[config.mk]
export PLATFORM = sky130hd
export DESIGN_NAME = image_crop_mirror_normalize_unit
export DESIGN_NICKNAME = d
export VERILOG_FILES = /design/src/rtl/core/icmn_pkg.sv /design/src/rtl/core/icmn_front.sv /design/src/rtl/core/icmn_fifo.sv /design/src/rtl/core/icmn_back.sv /design/src/rtl/core/image_crop_mirror_normalize_unit.sv
export VERILOG_INCLUDE_DIRS = /design/src /design/src/rtl/core
export SDC_FILE = /design/constraint.sdc
export NUM_CORES = 2
export LEC_CHECK = 0
export ABC_CLOCK_PERIOD_IN_PS = 9060
export BUFFER_PORTS_ARGS = -buffer_cell sky130_fd_sc_hd__clkbuf_2
export CORE_ASPECT_RATIO = 1.2
export CORE_MARGIN = 4
export CORE_UTILIZATION = 55
export CTS_CLUSTER_DIAMETER = 150
export DETAILED_ROUTE_END_ITERATION = 10
export GPL_ROUTABILITY_DRIVEN = 0
export GPL_TIMING_DRIVEN = 0
export PLACE_DENSITY = 0.7
export SYNTH_ARGS = -nofsm -noshare
export SYNTH_HDL_FRONTEND = slang
export SYNTH_SLANG_ARGS = --single-unit
[constraint.sdc]
create_clock -name i_clk -period 9.06 [get_ports i_clk]
set_clock_uncertainty 0.2 [all_clocks]
set_input_delay 1.359 -clock i_clk [delete_from_list [all_inputs] [get_ports i_clk]]
set_output_delay 1.359 -clock i_clk [all_outputs]
set_load 0.01 [all_outputs]
[src/rtl/core/image_crop_mirror_normalize_unit_assert.svh]
// Assertion macros used by the back part of the image crop, mirror and normalize RTL.
// Each macro expects i_clk and i_rst_n in the scope where it is used.
`ifndef IMAGE_CROP_MIRROR_NORMALIZE_UNIT_ASSERT_SVH
`define IMAGE_CROP_MIRROR_NORMALIZE_UNIT_ASSERT_SVH

// Same-cycle implication, checked outside reset.
`define ICMN_ASSERT_NOW(name, ante, cons) \
    name: assert property (@(posedge i_clk) disable iff (!i_rst_n) (ante) |-> (cons)) \
        else $error("icmn assertion failed");

// Next-cycle implication, checked outside reset.
`define ICMN_ASSERT_NEXT(name, ante, cons) \
    name: assert property (@(posedge i_clk) disable iff (!i_rst_n) (ante) |=> (cons)) \
        else $error("icmn assertion failed");

`endif

[src/rtl/core/icmn_pkg.sv]
// Shared types and codes for the image crop, mirror and normalize unit.
// Used by the front, queue, back and top-level modules; depends on nothing.
package icmn_pkg;

    localparam int CROP_W  = 9;
    localparam int OFF_W   = 10;
    localparam int SCALE_W = 24;
    localparam int MEANS_W = 48;
    localparam int MEAN_W  = 16;
    localparam int PIX_W   = 8;
    localparam int CH_W    = 2;
    localparam int IDX_W   = 18;
    localparam int VAL_W   = 32;
    localparam int MODE_W  = 2;
    localparam int REG_IDX_W = 3;

    localparam logic [MODE_W-1:0] MEAN_NONE    = 2'd0;
    localparam logic [MODE_W-1:0] MEAN_CHANNEL = 2'd1;
    localparam logic [MODE_W-1:0] MEAN_ELEMENT = 2'd2;

    localparam logic [REG_IDX_W-1:0] REG_CROP_HEIGHT   = 3'd0;
    localparam logic [REG_IDX_W-1:0] REG_CROP_WIDTH    = 3'd1;
    localparam logic [REG_IDX_W-1:0] REG_ROW_OFFSET    = 3'd2;
    localparam logic [REG_IDX_W-1:0] REG_COL_OFFSET    = 3'd3;
    localparam logic [REG_IDX_W-1:0] REG_MIRROR        = 3'd4;
    localparam logic [REG_IDX_W-1:0] REG_MEAN_MODE     = 3'd5;
    localparam logic [REG_IDX_W-1:0] REG_SCALE         = 3'd6;
    localparam logic [REG_IDX_W-1:0] REG_CHANNEL_MEANS = 3'd7;

    typedef struct packed {
        logic [CROP_W-1:0]  height;
        logic [CROP_W-1:0]  width;
        logic [OFF_W-1:0]   row_off;
        logic [OFF_W-1:0]   col_off;
        logic               mirror;
        logic [MODE_W-1:0]  mean_mode;
        logic [SCALE_W-1:0] scale;
        logic [MEANS_W-1:0] means;
    } t_cfg;

    typedef struct packed {
        logic [PIX_W-1:0]  pixel;
        logic [MEAN_W-1:0] mean;
        logic [CH_W-1:0]   ch;
        logic [CROP_W-1:0] row;
        logic [CROP_W-1:0] col;
    } t_entry;

endpackage

[src/rtl/core/icmn_front.sv]
// Front part: accepts pixel transfers, tracks row, column and channel, and
// queues kept pixels with their crop position and mean. Depends on icmn_pkg.
module icmn_front #(
    parameter int CHANNELS  = 3,
    parameter int MAX_IMAGE = 1024
) (
    input  logic                       i_clk,
    input  logic                       i_rst_n,
    input  icmn_pkg::t_cfg             i_cfg,
    input  logic                       i_valid,
    output logic                       o_ready,
    input  logic [icmn_pkg::PIX_W-1:0] i_pixel,
    input  logic                       i_frame_start,
    input  logic                       i_row_end,
    input  logic [icmn_pkg::MEAN_W-1:0] i_pixel_mean,
    input  logic                       i_full,
    output logic                       o_push,
    output icmn_pkg::t_entry           o_entry
);

    localparam int CW = $clog2(MAX_IMAGE);
    localparam int DW = ((CW > icmn_pkg::OFF_W) ? CW : icmn_pkg::OFF_W) + 1;

    logic [CW-1:0] r_row, n_row;
    logic [CW-1:0] r_col, n_col;
    logic [icmn_pkg::CH_W-1:0] r_ch, n_ch;

    logic [CW-1:0] cur_row, cur_col;
    logic [icmn_pkg::CH_W-1:0] cur_ch, ch_inc;
    logic [DW-1:0] row_d, col_d;
    logic row_hit, col_hit, accept;
    logic [icmn_pkg::CROP_W-1:0] w_pos;
    logic [icmn_pkg::MEAN_W-1:0] mean_sel, ch_mean;

    assign o_ready = !i_full;
    assign accept  = i_valid && !i_full;

    assign cur_row = i_frame_start ? '0 : r_row;
    assign cur_col = i_frame_start ? '0 : r_col;
    assign cur_ch  = i_frame_start ? '0 : r_ch;

    assign row_d = DW'(cur_row) - DW'(i_cfg.row_off);
    assign col_d = DW'(cur_col) - DW'(i_cfg.col_off);
    assign row_hit = !row_d[DW-1] && (row_d[DW-2:0] < (DW-1)'(i_cfg.height));
    assign col_hit = !col_d[DW-1] && (col_d[DW-2:0] < (DW-1)'(i_cfg.width));

    assign w_pos = col_d[icmn_pkg::CROP_W-1:0];

    always_comb begin
        case (cur_ch)
            2'd0:    ch_mean = i_cfg.means[15:0];
            2'd1:    ch_mean = i_cfg.means[31:16];
            2'd2:    ch_mean = i_cfg.means[47:32];
            default: ch_mean = '0;
        endcase
        case (i_cfg.mean_mode)
            icmn_pkg::MEAN_CHANNEL: mean_sel = ch_mean;
            icmn_pkg::MEAN_ELEMENT: mean_sel = i_pixel_mean;
            default:                mean_sel = '0;
        endcase
    end

    assign o_push        = accept && row_hit && col_hit;
    assign o_entry.pixel = i_pixel;
    assign o_entry.mean  = mean_sel;
    assign o_entry.ch    = cur_ch;
    assign o_entry.row   = row_d[icmn_pkg::CROP_W-1:0];
    assign o_entry.col   = i_cfg.mirror ? (i_cfg.width - 9'd1 - w_pos) : w_pos;

    assign ch_inc = cur_ch + 2'd1;

    always_comb begin
        n_row = cur_row;
        n_col = cur_col;
        n_ch  = ch_inc;
        if (i_row_end) begin
            n_col = '0;
            n_ch  = '0;
            n_row = (cur_row == CW'(MAX_IMAGE - 1)) ? '0 : cur_row + 1'b1;
        end else if (ch_inc >= icmn_pkg::CH_W'(CHANNELS)) begin
            n_ch  = '0;
            n_col = (cur_col == CW'(MAX_IMAGE - 1)) ? '0 : cur_col + 1'b1;
        end
    end

    always_ff @(posedge i_clk) begin
        if (!i_rst_n) begin
            r_row <= '0;
            r_col <= '0;
            r_ch  <= '0;
        end else if (accept) begin
            r_row <= n_row;
            r_col <= n_col;
            r_ch  <= n_ch;
        end
    end

endmodule

[src/rtl/core/icmn_fifo.sv]
// Short first-in first-out queue of classified pixels between front and back.
// Depends on icmn_pkg for the entry type.
module icmn_fifo #(
    parameter int DEPTH = 4
) (
    input  logic             i_clk,
    input  logic             i_rst_n,
    input  logic             i_push,
    input  icmn_pkg::t_entry i_data,
    input  logic             i_pop,
    output icmn_pkg::t_entry o_data,
    output logic             o_full,
    output logic             o_empty
);

    localparam int AW = (DEPTH > 1) ? $clog2(DEPTH) : 1;
    localparam int NW = $clog2(DEPTH + 1);

    icmn_pkg::t_entry r_mem [DEPTH];
    logic [AW-1:0] r_wr, r_rd;
    logic [NW-1:0] r_count;
    logic do_push, do_pop;

    assign o_full  = (r_count == NW'(DEPTH));
    assign o_empty = (r_count == '0);
    assign do_push = i_push && !o_full;
    assign do_pop  = i_pop && !o_empty;
    assign o_data  = r_mem[r_rd];

    always_ff @(posedge i_clk) begin
        if (do_push) begin
            r_mem[r_wr] <= i_data;
        end
    end

    always_ff @(posedge i_clk) begin
        if (!i_rst_n) begin
            r_wr    <= '0;
            r_rd    <= '0;
            r_count <= '0;
        end else begin
            if (do_push) begin
                r_wr <= (r_wr == AW'(DEPTH - 1)) ? '0 : r_wr + 1'b1;
            end
            if (do_pop) begin
                r_rd <= (r_rd == AW'(DEPTH - 1)) ? '0 : r_rd + 1'b1;
            end
            if (do_push && !do_pop) begin
                r_count <= r_count + 1'b1;
            end else if (do_pop && !do_push) begin
                r_count <= r_count - 1'b1;
            end
        end
    end

endmodule

[src/rtl/core/icmn_back.sv]
// Back part: three-stage pipeline computing the planar index and the rounded,
// saturated Q15.16 value. Depends on icmn_pkg and the assertion macro header.
`include "image_crop_mirror_normalize_unit_assert.svh"

module icmn_back (
    input  logic                        i_clk,
    input  logic                        i_rst_n,
    input  icmn_pkg::t_cfg              i_cfg,
    input  logic                        i_empty,
    input  icmn_pkg::t_entry            i_data,
    output logic                        o_pop,
    output logic                        o_valid,
    input  logic                        i_ready,
    output logic [icmn_pkg::IDX_W-1:0]  o_index,
    output logic [icmn_pkg::VAL_W-1:0]  o_value
);

    logic en;
    logic r_v1, r_v2, r_out_valid;

    logic [10:0] r_plane;
    logic [icmn_pkg::CROP_W-1:0] r_col1;
    logic signed [16:0] r_diff;
    logic [icmn_pkg::IDX_W-1:0] r_idx2;
    logic signed [41:0] r_prod;
    logic [icmn_pkg::IDX_W-1:0] r_index;
    logic [icmn_pkg::VAL_W-1:0] r_value;

    logic [10:0] plane;
    logic signed [16:0] diff;
    logic [19:0] idx_full;
    logic signed [41:0] prod, rnd;
    logic [33:0] shifted;
    logic [icmn_pkg::VAL_W-1:0] sat;

    assign en    = !r_out_valid || i_ready;
    assign o_pop = en && !i_empty;

    assign plane = 11'(i_data.ch) * 11'(i_cfg.height) + 11'(i_data.row);
    assign diff  = $signed({1'b0, i_data.pixel, 8'd0}) - $signed({1'b0, i_data.mean});

    assign idx_full = 20'(r_plane) * 20'(i_cfg.width) + 20'(r_col1);
    assign prod     = 42'(r_diff) * 42'($signed({1'b0, i_cfg.scale}));

    assign rnd     = r_prod + 42'sd128;
    assign shifted = rnd[41:8];

    always_comb begin
        if (shifted[33:31] == 3'b000 || shifted[33:31] == 3'b111) begin
            sat = shifted[31:0];
        end else if (shifted[33]) begin
            sat = 32'h8000_0000;
        end else begin
            sat = 32'h7FFF_FFFF;
        end
    end

    always_ff @(posedge i_clk) begin
        if (!i_rst_n) begin
            r_v1        <= 1'b0;
            r_v2        <= 1'b0;
            r_out_valid <= 1'b0;
        end else if (en) begin
            r_v1        <= !i_empty;
            r_v2        <= r_v1;
            r_out_valid <= r_v2;
        end
    end

    always_ff @(posedge i_clk) begin
        if (en) begin
            r_plane <= plane;
            r_col1  <= i_data.col;
            r_diff  <= diff;
            r_idx2  <= idx_full[icmn_pkg::IDX_W-1:0];
            r_prod  <= prod;
            r_index <= r_idx2;
            r_value <= sat;
        end
    end

    assign o_valid = r_out_valid;
    assign o_index = r_index;
    assign o_value = r_value;

    `ICMN_ASSERT_NEXT(a_stall_holds_s1, !en, $stable(r_v1))
    `ICMN_ASSERT_NEXT(a_stall_holds_s2, !en, $stable(r_v2) && $stable(r_out_valid))
    `ICMN_ASSERT_NOW(a_out_from_s2, $rose(r_out_valid), $past(r_v2))

endmodule

[src/rtl/core/image_crop_mirror_normalize_unit.sv]
// Top level of the image crop, mirror and normalize unit: configuration
// registers and the front, queue and back parts. Depends on icmn_pkg.
//
// Usage: pixel bytes arrive in HWC order on the s_axis channel, one transfer
// per byte; tuser marks the first byte of a frame and tlast the last byte of
// a source row. Bytes inside the crop window produce one m_axis transfer each
// carrying the planar CHW index and the normalized signed Q15.16 value; bytes
// outside the window produce nothing.
// Throughput is one byte per cycle while the queue is not full. A kept byte
// is written into the four-entry queue, then leaves it with the plane
// multiply, passes the index and value multiplies, and is rounded into the
// output register before it shows up on m_axis.
// When the receiver stalls, the back pipeline holds, the queue fills, and
// s_axis_tready drops once four kept bytes wait; dropped bytes are still
// taken while the queue has room.
// Reset (synchronous, active low) empties the queue and the pipeline, clears
// the row, column and channel counters and loads the register defaults.
// Configuration registers are written via i_cfg_we, i_cfg_index, i_cfg_data;
// the user must write only with no transfer in flight; the block does not check.
module image_crop_mirror_normalize_unit #(
    parameter int CHANNELS  = 3,
    parameter int MAX_CROP  = 256,
    parameter int MAX_IMAGE = 1024
) (
    input  logic        i_clk,
    input  logic        i_rst_n,
    input  logic        i_cfg_we,
    input  logic [2:0]  i_cfg_index,
    input  logic [47:0] i_cfg_data,
    input  logic        s_axis_tvalid,
    output logic        s_axis_tready,
    input  logic [23:0] s_axis_tdata,   // pixel [7:0], pixel_mean [23:8]
    input  logic        s_axis_tuser,   // frame_start
    input  logic        s_axis_tlast,   // row_end
    output logic        m_axis_tvalid,
    input  logic        m_axis_tready,
    output logic [55:0] m_axis_tdata    // out_index [17:0], out_value [49:18], zero pad
);

    localparam int QUEUE_DEPTH = 4;

    logic [icmn_pkg::CROP_W-1:0]  r_height, r_width;
    logic [icmn_pkg::OFF_W-1:0]   r_row_off, r_col_off;
    logic                         r_mirror;
    logic [icmn_pkg::MODE_W-1:0]  r_mean_mode;
    logic [icmn_pkg::SCALE_W-1:0] r_scale;
    logic [icmn_pkg::MEANS_W-1:0] r_means;

    icmn_pkg::t_cfg   cfg;
    icmn_pkg::t_entry push_entry, pop_entry;
    logic push, pop, full, empty;
    logic [icmn_pkg::IDX_W-1:0] out_index;
    logic [icmn_pkg::VAL_W-1:0] out_value;

    always_ff @(posedge i_clk) begin
        if (!i_rst_n) begin
            r_height    <= 9'd224;
            r_width     <= 9'd224;
            r_row_off   <= '0;
            r_col_off   <= '0;
            r_mirror    <= 1'b0;
            r_mean_mode <= icmn_pkg::MEAN_NONE;
            r_scale     <= 24'd65536;
            r_means     <= '0;
        end else if (i_cfg_we) begin
            case (i_cfg_index)
                icmn_pkg::REG_CROP_HEIGHT:   r_height    <= i_cfg_data[8:0];
                icmn_pkg::REG_CROP_WIDTH:    r_width     <= i_cfg_data[8:0];
                icmn_pkg::REG_ROW_OFFSET:    r_row_off   <= i_cfg_data[9:0];
                icmn_pkg::REG_COL_OFFSET:    r_col_off   <= i_cfg_data[9:0];
                icmn_pkg::REG_MIRROR:        r_mirror    <= i_cfg_data[0];
                icmn_pkg::REG_MEAN_MODE:     r_mean_mode <= i_cfg_data[1:0];
                icmn_pkg::REG_SCALE:         r_scale     <= i_cfg_data[23:0];
                icmn_pkg::REG_CHANNEL_MEANS: r_means     <= i_cfg_data;
                default:                     r_means     <= r_means;
            endcase
        end
    end

    assign cfg.height    = ({2'b00, r_height} > 11'(MAX_CROP)) ? 9'(MAX_CROP) : r_height;
    assign cfg.width     = ({2'b00, r_width} > 11'(MAX_CROP)) ? 9'(MAX_CROP) : r_width;
    assign cfg.row_off   = r_row_off;
    assign cfg.col_off   = r_col_off;
    assign cfg.mirror    = r_mirror;
    assign cfg.mean_mode = r_mean_mode;
    assign cfg.scale     = r_scale;
    assign cfg.means     = r_means;

    icmn_front #(
        .CHANNELS  (CHANNELS),
        .MAX_IMAGE (MAX_IMAGE)
    ) u_front (
        .i_clk          (i_clk),
        .i_rst_n        (i_rst_n),
        .i_cfg          (cfg),
        .i_valid        (s_axis_tvalid),
        .o_ready        (s_axis_tready),
        .i_pixel        (s_axis_tdata[7:0]),
        .i_frame_start  (s_axis_tuser),
        .i_row_end      (s_axis_tlast),
        .i_pixel_mean   (s_axis_tdata[23:8]),
        .i_full         (full),
        .o_push         (push),
        .o_entry        (push_entry)
    );

    icmn_fifo #(
        .DEPTH (QUEUE_DEPTH)
    ) u_fifo (
        .i_clk   (i_clk),
        .i_rst_n (i_rst_n),
        .i_push  (push),
        .i_data  (push_entry),
        .i_pop   (pop),
        .o_data  (pop_entry),
        .o_full  (full),
        .o_empty (empty)
    );

    icmn_back u_back (
        .i_clk   (i_clk),
        .i_rst_n (i_rst_n),
        .i_cfg   (cfg),
        .i_empty (empty),
        .i_data  (pop_entry),
        .o_pop   (pop),
        .o_valid (m_axis_tvalid),
        .i_ready (m_axis_tready),
        .o_index (out_index),
        .o_value (out_value)
    );

    assign m_axis_tdata = {6'd0, out_value, out_index};

endmodule
==> flow_summary.ini <==
[route]
wl_mm = 93.51
ant_nets = 0
wl_per_cell_um = 19.58
drt_first_pass_iters = 5
drc = 0
via_count = 25870
drtIter0Drc = 1632
via_per_inst = 5.416

[timing]
rsz0062_at_grt = no
hold_viol_final = 0
finalCritPeriodShare_pct = 88.94
final-setup-viol-count = 0
fmax_mhz = 124.1
drv_slew = 0
tns_ns = 0
tightest_slew_ns = 1.246
timing.slew.headroom_pct = 16.26
fin_crit_ns = 8.058

[synth]
synthCells = 3637
synth_edf_count = 316
synth_top_area_share_pct = 25.52
yosysWarnings = 0
synth_top_cell_by_area = edfxtp_1
synth_flop_cell = edfxtp_1
synth.area.top_cells = edfxtp_1 (26%), fa_1 (22%), ha_1 (8.7%)
synth_async_sr_flop_share_pct = 0
syn_area_mm2 = 0.03719
synth_seq_cells = 463
synth_seq_area_share_pct = 33.43
ys_types = 68
syn-mean-instance-area_um2 = 10.22

[grt]
antenna_found_initial = 8
grt_first_pass_wirelength_mm = 147.2
grt.overflow.total = 0
first_global_vias = 27120
grt_max_degree = 73
grt_usage_pct = 26.49

[clock_network]
cts_num_sinks = 463
cts_tree = built
clockRootBuffer = clkbuf_16
cts_buffers = 49
cts-resized-gates = 0
cts-htree-levels = 2
hold_buffers = 0
insertion_delay_ns = 0.64
postCtsSetupBuffers = 0
ctsLongestPathBuffers = 3
clk_pin_slew_ns = 0.07

[cells_and_area]
regArea_mm2 = 0.01243
multi_input_area_mm2 = 0.02195
n_fill_cell = 5632
drive_above_1_share_pct = 7.316
nets = 4577
area_growth_pct = 9.915

[die]
design.core.area_mm2 = 0.06701
start_util_pct = 55.49
fp.dieH_um = 292.8
die_w_um = 245.4
ios = 140
die_area_mm2 = 0.07186
core.rowCount = 104

[setup_path]
r2r_end = u_back.r_prod[40]$_DFFE_PN_
path_class = flop to flop
r2r_start = r_scale[11]$_SDFFE_PN0P_
endpoint_kind = flop
r2r_setup_slack_ns = 1.00
start_kind = flop
worstRegToRegCells = 22
crit_start = r_scale[11]$_SDFFE_PN0P_
critPathArrivalTime_ns = 8.25
critPathMaxFanout = 10
worstSetupEndpoint = u_back.r_prod[40]$_DFFE_PN_
cp.required_ns = 9.26

[power]
powerDensity_mw_per_mm2 = 318.3
p_leak_nw = 17.77
finalPower_mw = 13.01
vdd_ir_drop_max_uv = 335.9

[worst_hold_path]
hold_path.class = flop to flop

[flow_run]
maxCapViolCount = 0

[run_status]
status = complete, no violations

[placement]
dp_hpwl_mm = 73.24
port-buffer-count = 129
-- registers in the layout (all words and copies together), names as in the netlist, 3 cells and up, named ones only --
name and count:
u_front.r_row 10, u_back.r_plane 11, r_means 48, r_scale 24
u_back.r_idx2 18, u_fifo.r_mem 176, r_row_off 10, u_back.r_prod 35
u_back.r_diff 17, r_col_off 10, u_front.r_col 10, r_width 9
u_back.o_index 18, u_back.o_value 32, u_fifo.r_count 3, r_height 9
u_back.r_col1 9
-- cells in the final DEF (no fill, tap or decap), drive strengths merged, types with 89 or more instances in the layout --
cell type | Yosys | layout
nand2 | 587 | 587
inv | 585 | 587
fa | 409 | 409
clkbuf | 135 | 323
edfxtp | 316 | 316
ha | 259 | 259
and2 | 229 | 229
dfxtp | 147 | 147
a21boi | 125 | 125
o21ai | 103 | 103
nor2 | 89 | 89
-- cells in the mapped netlist (18+ instances only) --
cell type	n
nor3_1	28
o21ai_0	102
inv_1	585
clkbuf_1	135
nand2_1	587
a21boi_0	123
xor2_1	49
nand3_1	52
mux4_2	44
edfxtp_1	316
nor2b_1	67
nand2b_1	26
and3_1	20
xnor2_1	83
nor2_1	89
and2_1	228
a21oi_1	64
a21o_1	22
fa_1	409
ha_1	259
a22oi_1	40
buf_1	18
dfxtp_1	147
-- routing by layer --
layer	vias up	share of wire, %	global-route usage, %
met5	-	0.036	0
met4	4	5.7	12.94
met3	262	7.3	4.935
met2	873	50	47.03
met1	12670	37	30.87
li1	12060	-	-
-- worst min-delay path by stage --
stage                                      from                            to  slack [ns]  cells after the start
floorplan            u_back.r_idx2[0]$_DFFE_PN_   u_back.o_index[0]$_DFFE_PN_        0.20                      0
global placement    u_back.r_idx2[16]$_DFFE_PN_  u_back.o_index[16]$_DFFE_PN_        0.20                      0
detailed placement   u_back.r_idx2[0]$_DFFE_PN_   u_back.o_index[0]$_DFFE_PN_        0.21                      0
CTS                 u_back.r_idx2[15]$_DFFE_PN_  u_back.o_index[15]$_DFFE_PN_        0.21                      0
global route        u_back.r_idx2[15]$_DFFE_PN_  u_back.o_index[15]$_DFFE_PN_        0.22                      0
finish              u_back.r_idx2[15]$_DFFE_PN_  u_back.o_index[15]$_DFFE_PN_        0.21                      0
-- power by group --
| group | switching, mW | total (mW) | internal, mW |
|---|---|---|---|
| clock | 0.898 | 2.19 | 1.30 |
| combinational | 4.33 | 7.47 | 3.14 |
| sequential | 0.294 | 3.34 | 3.05 |
-- metrics by stage --
stage	hold slack (ns)	utilization [%]	instances	worst slack, ns	instance area [µm²]
2_1_floorplan	0.2003	-	3642	2.249	37210
3_3_place_gp	0.2030	58.17	4672	-0.2321	38980
3_5_place_dp	0.2057	58.34	4677	0.6713	39100
4_1_cts	0.2122	60.97	4769	1.011	40860
5_1_grt	0.2200	60.98	4771	0.6725	40860
6_report	0.2124	61.00	4776	1.002	40880
-- cells by family (layout without fill, tap and decap cells) --
kind of cell | count (synthesis) | count (layout) | share of synthesized area [%]
compound gates | 420 | 420 | 7.453
xor+xnor | 132 | 132 | 3.109
fa+ha+maj | 668 | 668 | 30.73
buf+inv | 747 | 973 | 7.611
flops | 463 | 463 | 33.43
mux | 54 | 54 | 2.937
other cells | 1 | 13 | 0.01008
simple gates | 1152 | 1152 | 14.72
-- critical path: stages, from the launching register on --
cell and delay (ns):
dfxtp_1 0.30, clkbuf_1 0.62, clkbuf_1 0.56, nand2_1 0.16
fa_1 0.53, fa_1 0.47, fa_1 0.54, inv_1 0.05
fa_1 0.50, fa_1 0.49, inv_1 0.05, fa_1 0.48
inv_1 0.04, ha_1 0.32, and2_4 0.16, o21a_1 0.16
o41a_1 0.36, o211a_1 0.29, o311ai_2 0.42, a31oi_1 0.25
a41oi_2 0.28, or4b_1 0.46, o311ai_1 0.13
-- layout make-up --
type	instances	area share [%]
antenna	7	0.04285
buffer	162	1.552
clock buffer	59	3.092
clock inverter	33	1.215
inverter	585	5.384
multi-input combinational	2432	53.70
sequential	463	30.41
tap	901	2.758
timing repair buffer	134	1.843
(Power assumes the default switching activity.)
